$ cat config.mk
export PLATFORM = sky130hd
export DESIGN_NAME = reader_writer_lock_manager
export DESIGN_NICKNAME = d
export VERILOG_FILES = /design/src/hdl/rwl_pkg.sv /design/src/hdl/reader_writer_lock_manager.sv /design/src/hdl/rwl_stack_mem.sv
export SDC_FILE = /design/constraint.sdc
export NUM_CORES = 1
export LEC_CHECK = 0
export ABC_CLOCK_PERIOD_IN_PS = 3500
export BUFFER_PORTS_ARGS = -buffer_cell sky130_fd_sc_hd__buf_2
export CAP_MARGIN = 0
export CORE_ASPECT_RATIO = 0.8
export CORE_UTILIZATION = 35
export DETAILED_ROUTE_END_ITERATION = 7
export PLACE_DENSITY_LB_ADDON = 0.1
export SYNTH_ARGS = -nofsm -noshare
export SYNTH_HDL_FRONTEND = slang
export SYNTH_HIERARCHICAL = 1
export SYNTH_SLANG_ARGS = --single-unit
$ cat constraint.sdc
create_clock -name clk -period 3.5 [get_ports clk]
set_input_delay 0.525 -clock clk [delete_from_list [all_inputs] [get_ports clk]]
set_output_delay 0.525 -clock clk [all_outputs]
set_load 0.02 [all_outputs]
$ cat src/hdl/rwl_pkg.sv
`timescale 1ns / 1ps
// ----------------------------------------------------------------------------
// Reader-writer lock manager package
// Shared widths, command and event codes, and the request types of the
// wait-stack memories.
// ----------------------------------------------------------------------------
package rwl_pkg;

    // Number of threads that the wait stacks and the reader count can hold.
    localparam int MAX_THREADS = 16;

    localparam int CMD_W  = 2;
    localparam int TID_W  = 4;
    localparam int EV_W   = 3;
    // Counts hold up to MAX_THREADS + 1 (a writer holder plus a full stack).
    localparam int CNT_W  = $clog2(MAX_THREADS + 2);
    localparam int ADDR_W = $clog2(MAX_THREADS);

    localparam logic [CMD_W-1:0] CMD_READER_TAKE = 2'd0;
    localparam logic [CMD_W-1:0] CMD_READER_GIVE = 2'd1;
    localparam logic [CMD_W-1:0] CMD_WRITER_TAKE = 2'd2;
    localparam logic [CMD_W-1:0] CMD_WRITER_GIVE = 2'd3;

    localparam logic [EV_W-1:0] EV_GRANTED  = 3'd0;
    localparam logic [EV_W-1:0] EV_BLOCKED  = 3'd1;
    localparam logic [EV_W-1:0] EV_RELEASED = 3'd2;
    localparam logic [EV_W-1:0] EV_RESUMED  = 3'd3;
    localparam logic [EV_W-1:0] EV_ERROR    = 3'd4;

    typedef struct packed {
        logic              en;
        logic [ADDR_W-1:0] addr;
        logic [TID_W-1:0]  data;
    } stack_wr_t;

    typedef struct packed {
        logic              en;
        logic [ADDR_W-1:0] addr;
    } stack_rd_t;

endpackage

$ cat src/hdl/reader_writer_lock_manager.sv
`timescale 1ns / 1ps
// ----------------------------------------------------------------------------
// Reader-writer lock manager
// Writer-preference reader-writer lock with last-in-first-out wait stacks.
// ----------------------------------------------------------------------------
// Usage: each command transaction (command, thread_id) on the cmd channel
// produces one or more result transactions (thread_id_out, event_res, last)
// on the res channel; last marks the final result of a command.
// A command is taken in S_IDLE, and its first result is loaded into the
// output register from S_EXEC once that register is free. A release that
// resumes waiters then emits one further result per cycle from S_POP while
// the output register is free, each one taken from the registered stack
// read port; the wait-stack memory read port sets that pace.
// cmd_ready is high whenever the sequencer is idle, even while a finished
// result still waits in the output register. When the receiver holds
// res_ready low, the sequencer stalls in place with its state intact and
// resumes as soon as the output register is taken.
// Reset clears the counts, the stack depths and the output valid flag at
// once; the stack memories need no clearing since an entry is only ever
// read below the current depth, i.e. after it has been written.
// A push and a later pop of the same entry always fall in different
// commands, so the write has landed before the read and no forwarding is
// needed.
// ----------------------------------------------------------------------------
module reader_writer_lock_manager
(
    input  logic                          clk,
    input  logic                          rst_n,

    input  logic                          cmd_valid,
    output logic                          cmd_ready,
    input  logic [rwl_pkg::CMD_W-1:0]     command,
    input  logic [rwl_pkg::TID_W-1:0]     thread_id,

    output logic                          res_valid,
    input  logic                          res_ready,
    output logic [rwl_pkg::TID_W-1:0]     thread_id_out,
    output logic [rwl_pkg::EV_W-1:0]      event_res,
    output logic                          last
);

    localparam int CNT_W  = rwl_pkg::CNT_W;
    localparam int ADDR_W = rwl_pkg::ADDR_W;

    // Sequencer states: waiting for a command, executing the command's first
    // result, and emitting resumed waiters popped from a stack.
    localparam logic [1:0] S_IDLE = 2'd0;
    localparam logic [1:0] S_EXEC = 2'd1;
    localparam logic [1:0] S_POP  = 2'd2;

    logic [1:0]                  state_reg, state_next;
    logic [rwl_pkg::CMD_W-1:0]   cmd_reg, cmd_next;
    logic [rwl_pkg::TID_W-1:0]   tid_reg, tid_next;
    logic                        pop_readers_reg, pop_readers_next;

    logic [CNT_W-1:0]            readers_reg, readers_next;
    logic [CNT_W-1:0]            writers_reg, writers_next;
    logic [CNT_W-1:0]            rdepth_reg, rdepth_next;
    logic [CNT_W-1:0]            wdepth_reg, wdepth_next;

    logic                        res_valid_reg, res_valid_next;
    logic [rwl_pkg::TID_W-1:0]   res_tid_reg;
    logic [rwl_pkg::EV_W-1:0]    res_ev_reg;
    logic                        res_last_reg;

    logic                        emit;
    logic [rwl_pkg::TID_W-1:0]   emit_tid;
    logic [rwl_pkg::EV_W-1:0]    emit_ev;
    logic                        emit_last;
    logic                        slot_free;

    logic [CNT_W-1:0]            rdepth_dec;
    logic [CNT_W-1:0]            wdepth_dec;
    logic [CNT_W-1:0]            max_cnt;

    rwl_pkg::stack_wr_t          rstack_wr, wstack_wr;
    rwl_pkg::stack_rd_t          rstack_rd, wstack_rd;
    logic [rwl_pkg::TID_W-1:0]   rstack_data, wstack_data;

    rwl_stack_mem u_reader_stack
    (
        .clk     (clk),
        .wr      (rstack_wr),
        .rd      (rstack_rd),
        .rd_data (rstack_data)
    );

    rwl_stack_mem u_writer_stack
    (
        .clk     (clk),
        .wr      (wstack_wr),
        .rd      (wstack_rd),
        .rd_data (wstack_data)
    );

    assign rdepth_dec = rdepth_reg - CNT_W'(1);
    assign wdepth_dec = wdepth_reg - CNT_W'(1);
    assign max_cnt    = CNT_W'(rwl_pkg::MAX_THREADS);

    // The output register may be loaded when it is empty or being taken.
    assign slot_free  = !res_valid_reg || res_ready;
    assign cmd_ready  = (state_reg == S_IDLE);

    always_comb
    begin
        state_next       = state_reg;
        cmd_next         = cmd_reg;
        tid_next         = tid_reg;
        pop_readers_next = pop_readers_reg;
        readers_next     = readers_reg;
        writers_next     = writers_reg;
        rdepth_next      = rdepth_reg;
        wdepth_next      = wdepth_reg;

        rstack_wr        = '0;
        wstack_wr        = '0;
        rstack_rd        = '0;
        wstack_rd        = '0;

        emit             = 1'b0;
        emit_tid         = tid_reg;
        emit_ev          = rwl_pkg::EV_ERROR;
        emit_last        = 1'b1;

        unique case (state_reg)
            S_IDLE:
            begin
                if (cmd_valid)
                begin
                    cmd_next   = command;
                    tid_next   = thread_id;
                    state_next = S_EXEC;
                end
            end

            S_EXEC:
            begin
                if (slot_free)
                begin
                    emit       = 1'b1;
                    state_next = S_IDLE;
                    unique case (cmd_reg)
                        rwl_pkg::CMD_READER_TAKE:
                        begin
                            if (writers_reg != '0)
                            begin
                                // A writer holds or waits: the reader queues up.
                                if (rdepth_reg < max_cnt)
                                begin
                                    rstack_wr.en   = 1'b1;
                                    rstack_wr.addr = rdepth_reg[ADDR_W-1:0];
                                    rstack_wr.data = tid_reg;
                                    rdepth_next    = rdepth_reg + CNT_W'(1);
                                    emit_ev        = rwl_pkg::EV_BLOCKED;
                                end
                            end
                            else if (readers_reg < max_cnt)
                            begin
                                readers_next = readers_reg + CNT_W'(1);
                                emit_ev      = rwl_pkg::EV_GRANTED;
                            end
                        end

                        rwl_pkg::CMD_READER_GIVE:
                        begin
                            if (readers_reg != '0)
                            begin
                                readers_next = readers_reg - CNT_W'(1);
                                emit_ev      = rwl_pkg::EV_RELEASED;
                                // The last reader out hands over to a waiting writer.
                                if (readers_reg == CNT_W'(1) && writers_reg != '0 &&
                                    wdepth_reg != '0)
                                begin
                                    wdepth_next      = wdepth_dec;
                                    wstack_rd.en     = 1'b1;
                                    wstack_rd.addr   = wdepth_dec[ADDR_W-1:0];
                                    pop_readers_next = 1'b0;
                                    emit_last        = 1'b0;
                                    state_next       = S_POP;
                                end
                            end
                        end

                        rwl_pkg::CMD_WRITER_TAKE:
                        begin
                            if (readers_reg != '0 || writers_reg != '0)
                            begin
                                if (wdepth_reg < max_cnt)
                                begin
                                    wstack_wr.en   = 1'b1;
                                    wstack_wr.addr = wdepth_reg[ADDR_W-1:0];
                                    wstack_wr.data = tid_reg;
                                    wdepth_next    = wdepth_reg + CNT_W'(1);
                                    writers_next   = writers_reg + CNT_W'(1);
                                    emit_ev        = rwl_pkg::EV_BLOCKED;
                                end
                            end
                            else
                            begin
                                writers_next = writers_reg + CNT_W'(1);
                                emit_ev      = rwl_pkg::EV_GRANTED;
                            end
                        end

                        rwl_pkg::CMD_WRITER_GIVE:
                        begin
                            // A writer holds exactly when the count exceeds the waiters.
                            if (writers_reg > wdepth_reg)
                            begin
                                writers_next = writers_reg - CNT_W'(1);
                                emit_ev      = rwl_pkg::EV_RELEASED;
                                if (wdepth_reg != '0)
                                begin
                                    wdepth_next      = wdepth_dec;
                                    wstack_rd.en     = 1'b1;
                                    wstack_rd.addr   = wdepth_dec[ADDR_W-1:0];
                                    pop_readers_next = 1'b0;
                                    emit_last        = 1'b0;
                                    state_next       = S_POP;
                                end
                                else if (rdepth_reg != '0)
                                begin
                                    // Wake every waiting reader, top of stack first.
                                    rdepth_next      = rdepth_dec;
                                    readers_next     = readers_reg + CNT_W'(1);
                                    rstack_rd.en     = 1'b1;
                                    rstack_rd.addr   = rdepth_dec[ADDR_W-1:0];
                                    pop_readers_next = 1'b1;
                                    emit_last        = 1'b0;
                                    state_next       = S_POP;
                                end
                            end
                        end

                        default:
                        begin
                            emit_ev = rwl_pkg::EV_ERROR;
                        end
                    endcase
                end
            end

            S_POP:
            begin
                if (slot_free)
                begin
                    emit     = 1'b1;
                    emit_ev  = rwl_pkg::EV_RESUMED;
                    emit_tid = pop_readers_reg ? rstack_data : wstack_data;
                    if (pop_readers_reg && rdepth_reg != '0)
                    begin
                        // Fetch the next reader while this one is emitted.
                        rdepth_next    = rdepth_dec;
                        readers_next   = readers_reg + CNT_W'(1);
                        rstack_rd.en   = 1'b1;
                        rstack_rd.addr = rdepth_dec[ADDR_W-1:0];
                        emit_last      = 1'b0;
                    end
                    else
                    begin
                        state_next = S_IDLE;
                    end
                end
            end

            default:
            begin
                state_next = S_IDLE;
            end
        endcase

        if (emit)
        begin
            res_valid_next = 1'b1;
        end
        else if (res_ready)
        begin
            res_valid_next = 1'b0;
        end
        else
        begin
            res_valid_next = res_valid_reg;
        end
    end

    always_ff @(posedge clk or negedge rst_n)
    begin
        if (!rst_n)
        begin
            state_reg     <= S_IDLE;
            readers_reg   <= '0;
            writers_reg   <= '0;
            rdepth_reg    <= '0;
            wdepth_reg    <= '0;
            res_valid_reg <= 1'b0;
        end
        else
        begin
            state_reg     <= state_next;
            readers_reg   <= readers_next;
            writers_reg   <= writers_next;
            rdepth_reg    <= rdepth_next;
            wdepth_reg    <= wdepth_next;
            res_valid_reg <= res_valid_next;
        end
    end

    always_ff @(posedge clk)
    begin
        cmd_reg         <= cmd_next;
        tid_reg         <= tid_next;
        pop_readers_reg <= pop_readers_next;
        if (emit)
        begin
            res_tid_reg  <= emit_tid;
            res_ev_reg   <= emit_ev;
            res_last_reg <= emit_last;
        end
    end

    assign res_valid     = res_valid_reg;
    assign thread_id_out = res_tid_reg;
    assign event_res     = res_ev_reg;
    assign last          = res_last_reg;

    // Waiting writers are always part of the writer count.
    assert property (@(posedge clk) disable iff (!rst_n)
        wdepth_reg <= writers_reg)
    else $error("writer wait depth exceeds writer count");

    // Readers and a writer never hold the lock together.
    assert property (@(posedge clk) disable iff (!rst_n)
        !(readers_reg != '0 && writers_reg > wdepth_reg))
    else $error("readers and a writer hold the lock at once");

    // Outside a reader wake-up, waiting readers imply a counted writer.
    assert property (@(posedge clk) disable iff (!rst_n)
        (state_reg != S_POP && rdepth_reg != '0) |-> (writers_reg != '0))
    else $error("readers wait with no writer counted");

    // A command executing in S_EXEC always produces a result on the next edge
    // unless the output register is blocked.
    assert property (@(posedge clk) disable iff (!rst_n)
        (state_reg == S_EXEC && slot_free) |=> res_valid_reg)
    else $error("executed command produced no result");

endmodule

$ cat src/hdl/rwl_stack_mem.sv
`timescale 1ns / 1ps
// ----------------------------------------------------------------------------
// Wait stack memory
// Single-port-write, single-port-read synchronous memory of thread ids
// with a registered read output.
// ----------------------------------------------------------------------------
module rwl_stack_mem
(
    input  logic                           clk,
    input  rwl_pkg::stack_wr_t             wr,
    input  rwl_pkg::stack_rd_t             rd,
    output logic [rwl_pkg::TID_W-1:0]      rd_data
);

    logic [rwl_pkg::TID_W-1:0] mem [rwl_pkg::MAX_THREADS];
    logic [rwl_pkg::TID_W-1:0] rd_data_reg;

    always_ff @(posedge clk)
    begin
        if (wr.en)
        begin
            mem[wr.addr] <= wr.data;
        end
        if (rd.en)
        begin
            rd_data_reg <= mem[rd.addr];
        end
    end

    assign rd_data = rd_data_reg;

endmodule

# After elaboration in Yosys (flattened, before gate mapping)
# Memories as Yosys holds them, arrays and structs flattened. A register that Yosys moved wholly into a read port is not among the register bits.
# Index checks and enable logic that the tools add are counted.
[word_totals]
register_bits = 38
latch_bits = 0
mem_bits_rw = 128
romBits = 0
in_bits = 10
out_inout_bits = 10
mem_count = 2
[classes]
addsub = 8
mul = 0
n_div = 0
order_cmp = 4
eq_ne = 29
shifts = 0
muxes = 106
n_bitwise = 0
n_reduce_logical = 25
[mem_list]
columns = ["memory", "depth", "width", "rd", "rd_ports_with_merged_regs", "wr", "line", "text"]
rows = [
  ["u_reader_stack.mem", 16, 4, 1, 1, 1, "rwl_stack_mem.sv:15", "logic [rwl_pkg::TID_W-1:0] mem [rwl_pkg::MAX_THREADS];"],
  ["u_writer_stack.mem", 16, 4, 1, 1, 1, "rwl_stack_mem.sv:15", ""],
]
[op_table]
columns = ["operator", "count"]
rows = [
  ["$mux W5", 39],
  ["$mux W9", 10],
  ["$pmux W5 S2", 6],
  ["$ne A3 B3 Y1 const B", 10],
  ["$pmux W5 S3", 2],
  ["$mux W3", 9],
  ["$ne A2 B2 Y1 const B", 11],
  ["$mux W1", 21],
  ["$add A5 B1 Y5 const B", 4],
  ["$reduce_bool A5 Y1", 4],
  ["$sub A5 B1 Y5 const B", 4],
  ["$mux W2", 9],
  ["$lt A5 B5 Y1 const B", 3],
  ["$mux W4", 3],
  ["$pmux W3 S4", 1],
  ["$reduce_and A11 Y1", 1],
  ["$reduce_and A10 Y1", 1],
  ["$reduce_and A9 Y1", 1],
  ["$reduce_bool A2 Y1", 4],
  ["$reduce_and A7 Y1", 1],
  ["$eq A2 B2 Y1 const B", 3],
  ["$pmux W1 S2", 3],
  ["$pmux W2 S3", 1],
  ["$pmux W3 S2", 1],
  ["15 further kinds", 20],
]

# Depth between registers and ports, before layout
# Gate-level depths: netlist of the first run.
[logic_depth]
ltp_word = 8
ltp_mapped = 13
depth_no_buf = 10

# By module
# The synthesis of the first run kept the hierarchy.
[modules_own_cells]
columns = ["module", "n_inst", "cells_each", "area_each_um2"]
rows = [
  ["rwl_stack_mem", 2, 130, 2706.3],
  ["reader_writer_lock_manager", 1, 289, 2914.0],
]

# Worst setup path before layout of the first run
# No wires, ideal clock.
[synth_timing]
path_type = "flip-flop to flip-flop"
startpoint = "reg wdepth_reg[4]"
endpoint = "reg u_reader_stack.rd_data_reg (netlist bit u_reader_stack/rd_data[1]), read port of u_reader_stack.mem, data pin"
setup_time_ns = 0.261
t_arrival_ns = 3.018
setup_slack_ns = 0.220
path_stages_with_launch = 14
n_path_buf = 3
period_less_slack_ns = 3.280
cell_sequence = "dfrtp_1 buf_2 inv_1 ha_1 and4_1 and2b_1 o211ai_2 o32a_1 nor3_1 buf_6 buf_12 mux4_2 a22oi_1 nand3_1"
[synth_lines]
columns = ["item", "line", "text"]
rows = [
  ["start: declaration", "reader_writer_lock_manager.sv:59", "logic [CNT_W-1:0] wdepth_reg, wdepth_next;"],
  ["start signal: assignment", "reader_writer_lock_manager.sv:303", "wdepth_reg <= wdepth_next;"],
  ["end: declaration", "rwl_stack_mem.sv:16", "logic [rwl_pkg::TID_W-1:0] rd_data_reg;"],
]

==> results of run 1 <==
## metrics by stage
step | std cells | area [um^2] | total power, uW
global route | 928 | 9600 | 6800
floorplan | 549 | 8330 | 3970
finish | 928 | 9600 | 6440
CTS | 926 | 9550 | 6480
global placement | 896 | 8970 | 4550
detailed placement | 896 | 8970 | 4590
## layout make-up
| class | count | area [um^2] | share of cell area (%) |
|---|---|---|---|
| Sequential cell | 174 | 5110 | 53.3 |
| Multi-Input combinational cell | 332 | 3030 | 31.5 |
| Clock buffer | 18 | 429 | 4.47 |
| Timing Repair Buffer | 56 | 410 | 4.28 |
| Tap cell | 312 | 390 | 4.07 |
| Clock inverter | 12 | 140 | 1.46 |
| Inverter | 24 | 90.1 | 0.939 |
## power by group
part | internal [uW] | total (uW) | leakage [uW] | switching [uW]
clock network | 1050 | 1870 | 0.000275 | 816
logic | 748 | 1900 | 0.00141 | 1150
registers | 2490 | 2670 | 0.00173 | 180
total | 4290 | 6440 | 0.00342 | 2150
## per-layer routing
| layer | vias up | track usage, % | share of wire, % |
|---|---|---|---|
| li1 | 2269 | - | - |
| met1 | 2466 | 24.9 | 53 |
| met2 | 119 | 23.0 | 42 |
| met3 | 16 | 3.83 | 4.6 |
| met4 | 0 | 4.62 | 1.2 |
| met5 | - | 0 | 0 |
## worst min path at each step
stage,to,start
global route,writers_reg[0]$_DFFE_PN0P_,rst_n
global placement,writers_reg[4]$_DFFE_PN0P_,writers_reg[4]$_DFFE_PN0P_
floorplan,rdepth_reg[0]$_DFFE_PN0P_,rst_n
finish,writers_reg[2]$_DFFE_PN0P_,rst_n
CTS,writers_reg[0]$_DFFE_PN0P_,rst_n
detailed placement,writers_reg[4]$_DFFE_PN0P_,writers_reg[4]$_DFFE_PN0P_
## cells by family (layout without fill, tap and decap cells)
| logic type | Yosys count | in the layout | share of synthesized area (%) |
|---|---|---|---|
| DFF | 174 | 174 | 61.4 |
| xor gates and xnor gates | 23 | 23 | 2.42 |
| and+or+nand+nor | 165 | 165 | 10.7 |
| adders and majority gates | 27 | 27 | 4.15 |
| AOI/OAI and AO/OA | 70 | 70 | 6.66 |
| buffers and inverters | 43 | 110 | 2.94 |
| muxes | 47 | 47 | 11.8 |
## placed cells by master (no fill, tap or decap), types with 11 or more instances in the layout
| cell type | netlist | routed |
|---|---|---|
| inv_1 | 22 | 22 |
| mux2i_1 | 13 | 13 |
| and2_1 | 17 | 17 |
| xor2_1 | 11 | 11 |
| nor2_1 | 41 | 40 |
| buf_4 | 2 | 34 |
| nor3_1 | 15 | 13 |
| edfxtp_1 | 151 | 151 |
| mux4_1 | 28 | 28 |
| clkbuf_16 | 0 | 17 |
| buf_2 | 5 | 19 |
| nand3_1 | 20 | 20 |
| dfrtp_1 | 23 | 23 |
| xnor2_1 | 12 | 12 |
| nand2_1 | 24 | 24 |
| a21oi_1 | 14 | 14 |
| ha_1 | 26 | 26 |
## timing repair
action,4_1_cts,5_1_grt
setup endpoints to repair,2,6
buffers inserted,0,2
resized for setup,1,5
pin swaps,0,2
==> flow_summary.json, run 1 <==
{
  "grt_pass1_vias": 4903,
  "place_congestion": 0.766,
  "outcome": "completed",
  "r2r_cells": 10,
  "hold_viol_final": 0,
  "endpoint_kind": "register",
  "firstDrtPassIters": 5,
  "synth_nets": 586,
  "final.setup.tns_ns": 0,
  "dp_hpwl_um": 13500,
  "grt_overflow": 0,
  "cts_tree": "built",
  "cts_hold_buf": 0,
  "synth.most_common_cell": "edfxtp_1",
  "rsz0062_at_grt": "yes",
  "fin_nets": 642,
  "worstPathArrival_ns": 3.55,
  "path_clk_slew_ns": 0.07,
  "global_route.usage.total_pct": 16.3,
  "peakVddDrop_v": 0.000393,
  "netlist_top_cells_count": "edfxtp_1 (151), nor2_1 (41), mux4_1 (28), ha_1 (26), nand2_1 (24)",
  "cpLargestDelayFamily": "simple AND/OR/NAND/NOR gates",
  "fmax_mhz": 296,
  "wl_per_cell_um": 20.3,
  "timing.reg2reg.setup_slack_ns": 0.12,
  "coreArea_um2": 23400,
  "cp_num_cells": 10,
  "synth_edf_count": 151,
  "ys_top_cells_by_area": "edfxtp_1 (54%), mux4_1 (8.8%), dfrtp_1 (6.9%)",
  "fp-row-count": 50,
  "synth-seq-cells": 174,
  "synth_top_area_cell": "edfxtp_1",
  "period_share_pct": 96.6,
  "vias": 4870,
  "cts_buffers": 17,
  "drv_slew": 0,
  "cts_num_sinks": 174,
  "layout_min_cycle_time_ns": 3.38,
  "async_flop_share_pct": 13.2,
  "clk_latency_ns": 0.43,
  "root_buffer": "clkbuf_16",
  "cpPeakStageDelay_ns": 0.59,
  "synthesis.area_um2": 8330,
  "hp-class": "input pin to async pin",
  "cpMaxStageDelayCell": "mux4_1",
  "cp-start-kind": "register",
  "ioPinCount": 20,
  "fin_ws_ns": 0.119,
  "yosysTopAreaCellShare_pct": 54.5,
  "largestRegisters": "u_reader_stack/mem (64), u_writer_stack/mem (64)",
  "num-fill-cells": 2173,
  "r2r-end": "u_reader_stack/rd_data[0]$_DFFE_PP_",
  "setup_viol": 0,
  "cp.required_ns": 3.67,
  "drt-initial-drc-count": 359,
  "cp_num_buf_inv": 1,
  "die_width_um": 174,
  "post_drt_via_cell_ratio": 5.25,
  "diodes": 0,
  "die_h_um": 140,
  "worstSetupPathType": "register to register",
  "synth_flop_cell": "edfxtp_1",
  "regToRegStartpoint": "writers_reg[4]$_DFFE_PN0P_",
  "fin_skew_ns": 0.0119,
  "fin_util_pct": 41.0,
  "ys_types": 68,
  "crit_end": "u_reader_stack/rd_data[0]$_DFFE_PP_",
  "routed_wl_um": 18900,
  "leakage_uw": 0.00342,
  "timing.hold.ws_ns": 0.0936,
  "path_max_fanout": 16,
  "grt_max_degree": 24,
  "seq_area_frac_synth_pct": 61.4,
  "preCtsSetupSlack_ns": 0.0138,
  "max_slew.worst_pin.slew_ns": 0.716,
  "grt_pass1_wl_um": 29500,
  "cts.path.max_buffers": 2,
  "cts_max_level": 4,
  "avgSynthCellArea_um2": 15.2,
  "port_buffers": 19,
  "p_per_area_nw_per_um2": 672,
  "max_cap_viol_count": 0,
  "path_cells": "ha_1, and4_1, and2b_1, o211ai_2, o32a_1, nor3_2, buf_12, mux4_1, a22oi_1, nand3_1",
  "drc": 0,
  "syn_to_final_growth_pct": 15.2,
  "ant_nets": 0,
  "cp-startpoint": "writers_reg[4]$_DFFE_PN0P_",
  "start_util_pct": 35.6,
  "netlist_instances": 549,
  "dieArea_um2": 24400,
  "yosysWarnings": 6,
  "drive_gt1_share_pct": 19.2,
  "relSlewSlack_pct": 52.2,
  "antenna_found_initial": 0
}
(Power assumes the default switching activity.)
==> run 2, diff against run 1 <==
--- a/config.mk
+++ b/config.mk
@@ -14,5 +14,4 @@
 export PLACE_DENSITY_LB_ADDON = 0.1
 export SYNTH_ARGS = -nofsm -noshare
 export SYNTH_HDL_FRONTEND = slang
-export SYNTH_HIERARCHICAL = 1
 export SYNTH_SLANG_ARGS = --single-unit
==> flow_summary.json, run 2 <==
{
  "yosysTopAreaCellShare_pct": 54.9,
  "layout_common_cells": "edfxtp_1 (151), nor2_1 (64), nand2_1 (41)",
  "synth-seq-cells": 174,
  "path_max_fanout": 18,
  "routed_wl_um": 19200,
  "r2r_cells": 10,
  "ys_types": 69,
  "yosysWarnings": 0,
  "drc": 0,
  "seq_area_um2": 5110,
  "ioPinCount": 20,
  "synthMuxAreaShare_pct": 6.12,
  "syn_to_final_growth_pct": 11.8,
  "met3_usage_pct": 3.01,
  "synth_edf_count": 151,
  "hp-class": "input pin to async pin",
  "final.setup.tns_ns": 0,
  "cts_tree": "built",
  "worstPathArrival_ns": 3.38,
  "use_met2_pct": 23.3,
  "p_per_area_nw_per_um2": 776,
  "netlist_top_cells_count": "edfxtp_1 (151), nor2_1 (64), nand2_1 (41), ha_1 (26), a21oi_1 (24)",
  "ys_top_cells_by_area": "edfxtp_1 (55%), dfrtp_1 (7.0%), ha_1 (3.9%)",
  "cts_max_level": 4,
  "timing.reg2reg.setup_slack_ns": 0.35,
  "firstDrtPassIters": 4,
  "leakage_uw": 0.00333,
  "use_met1_pct": 25.8,
  "place_congestion": 0.814,
  "drv_slew": 0,
  "wl_per_cell_um": 19.7,
  "cp.required_ns": 3.73,
  "avgSynthCellArea_um2": 12.9,
  "grt_max_degree": 43,
  "max_cap_viol_count": 0,
  "post_drt_via_cell_ratio": 5.24,
  "grt_overflow": 0,
  "fin_skew_ns": 0.0126,
  "rsz0062_at_grt": "no",
  "vias": 5109,
  "root_buffer": "clkbuf_16",
  "grt.busiest_layer": "met1",
  "global_route.usage.total_pct": 16.6,
  "clk_latency_ns": 0.43,
  "period_share_pct": 90.0,
  "fin_nets": 693,
  "r2r-end": "u_writer_stack.rd_data[1]$_DFFE_PP_",
  "drive_gt1_share_pct": 15.2,
  "synth_top_family_by_area": "simple AND/OR/NAND/NOR gates",
  "cts_buffers": 17,
  "cts_setup_buffers": 0,
  "fin_util_pct": 40.5,
  "cp-start-kind": "register",
  "cts_repair_resize_count": 0,
  "synth-simple-area-share_pct": 12.1,
  "diodes": 0,
  "start_util_pct": 36.2,
  "hold_viol_final": 0,
  "cts_hold_buf": 0,
  "async_flop_share_pct": 13.2,
  "dp_hpwl_um": 13400,
  "die_h_um": 139,
  "synthesis.area_um2": 8260,
  "antenna_found_initial": 0,
  "synth_compound_area_share_pct": 10.2,
  "ant_nets": 0,
  "port_buffers": 19,
  "dieArea_um2": 24200,
  "peakVddDrop_v": 0.000350,
  "multi_input_area_um2": 2910,
  "relSlewSlack_pct": 42.9,
  "cts_num_sinks": 174,
  "num-fill-cells": 2195,
  "synth_flop_cell": "edfxtp_1",
  "final_common_cell": "edfxtp_1",
  "drt-initial-drc-count": 346,
  "largestRegisters": "u_reader_stack.mem (64), u_writer_stack.mem (64)",
  "endpoint_kind": "register",
  "outcome": "completed",
  "max_slew.worst_pin.slew_ns": 0.856,
  "synth_fa_ha_area_share_pct": 4.18,
  "die_width_um": 174,
  "fmax_mhz": 318,
  "coreArea_um2": 22800,
  "path_clk_slew_ns": 0.07,
  "layout_min_cycle_time_ns": 3.15,
  "fp-row-count": 49,
  "synth_top_area_cell": "edfxtp_1",
  "grt_pass1_wl_um": 30200,
  "setup_viol": 0,
  "regToRegStartpoint": "wdepth_reg[3]$_DFFE_PN0P_",
  "synth-xor-area-share_pct": 2.54,
  "seq_area_frac_synth_pct": 61.9,
  "worstSetupPathType": "register to register",
  "synth_nets": 676,
  "cts.path.max_buffers": 2,
  "grt_pass1_vias": 5020,
  "synth.most_common_cell": "edfxtp_1",
  "power_uw": 7170,
  "netlist_instances": 639
}
==> run 2: changes by cell type after synthesis, sizes merged, moves of 9 or more <==
cell and delta:
a21oi +11, mux4 -21, nor2 +24, clkbuf +18, mux2 +12, o21ai +9, nand2 +18
==> run 2: worst max-delay path by stage <==
stage	end	slack (ns)	depth (start not counted)	startpoint
2_1_floorplan	u_reader_stack.rd_data[1]$_DFFE_PP_	0.77	11	rdepth_reg[0]$_DFFE_PN0P_
3_3_place_gp	u_writer_stack.rd_data[1]$_DFFE_PP_	0.42	10	wdepth_reg[3]$_DFFE_PN0P_
3_5_place_dp	u_writer_stack.rd_data[1]$_DFFE_PP_	0.31	10	wdepth_reg[3]$_DFFE_PN0P_
4_1_cts	u_writer_stack.rd_data[1]$_DFFE_PP_	0.28	10	wdepth_reg[3]$_DFFE_PN0P_
5_1_grt	u_writer_stack.rd_data[1]$_DFFE_PP_	0.07	10	wdepth_reg[3]$_DFFE_PN0P_
6_report	u_writer_stack.rd_data[1]$_DFFE_PP_	0.35	10	wdepth_reg[3]$_DFFE_PN0P_
==> run 2: per-stage QoR <==
stage          cell area [um^2]  hold WS [ns]  setup WS, ns  instances
2_1_floorplan              8260         0.229         0.773        639
3_3_place_gp               8680         0.507         0.418        943
3_5_place_dp               8680         0.507         0.310        943
4_1_cts                    9240         0.106         0.282        975
5_1_grt                    9240         0.126        0.0719        975
6_report                   9240        0.0854         0.351        975
==> run 2: layout make-up <==
cell class              instances  area share (%)
well taps                     306            4.14
inverters                      24           0.975
flip-flops and latches        174            55.3
clock inverters                14            1.38
clock buffers                  18            4.64
multi-input cells             407            31.5
repair buffers                 32            2.09
==> run 2: metal layers <==
layer | part of all wire [%] | wire length, um
met1 | 53 | 10200
met5 | 0 | 0
met4 | 0.64 | 123
met2 | 43 | 8350
met3 | 2.9 | 555
==> run 2: logic make-up (layout without fill, tap and decap cells) <==
kind of cell,after synthesis,in the layout
mux,35,35
buf+inv,58,88
xor+xnor,24,24
fa+ha+maj,27,27
compound gates,121,121
flops,174,174
simple gates,200,200
==> run 2: report_power, final <==
group	switching, uW	internal, uW
clock	878	937
sequential	204	2490
combinational	1680	983
total	2760	4410
==> run 2: worst max-delay path: stages, from the launching register on <==
cell,delay [ns]
dfrtp_1,0.46
inv_1,0.23
ha_1,0.28
and2_4,0.17
a221o_1,0.34
o211ai_1,0.40
a211oi_2,0.15
buf_4,0.24
a311oi_1,0.29
a211oi_1,0.09
o31ai_1,0.32
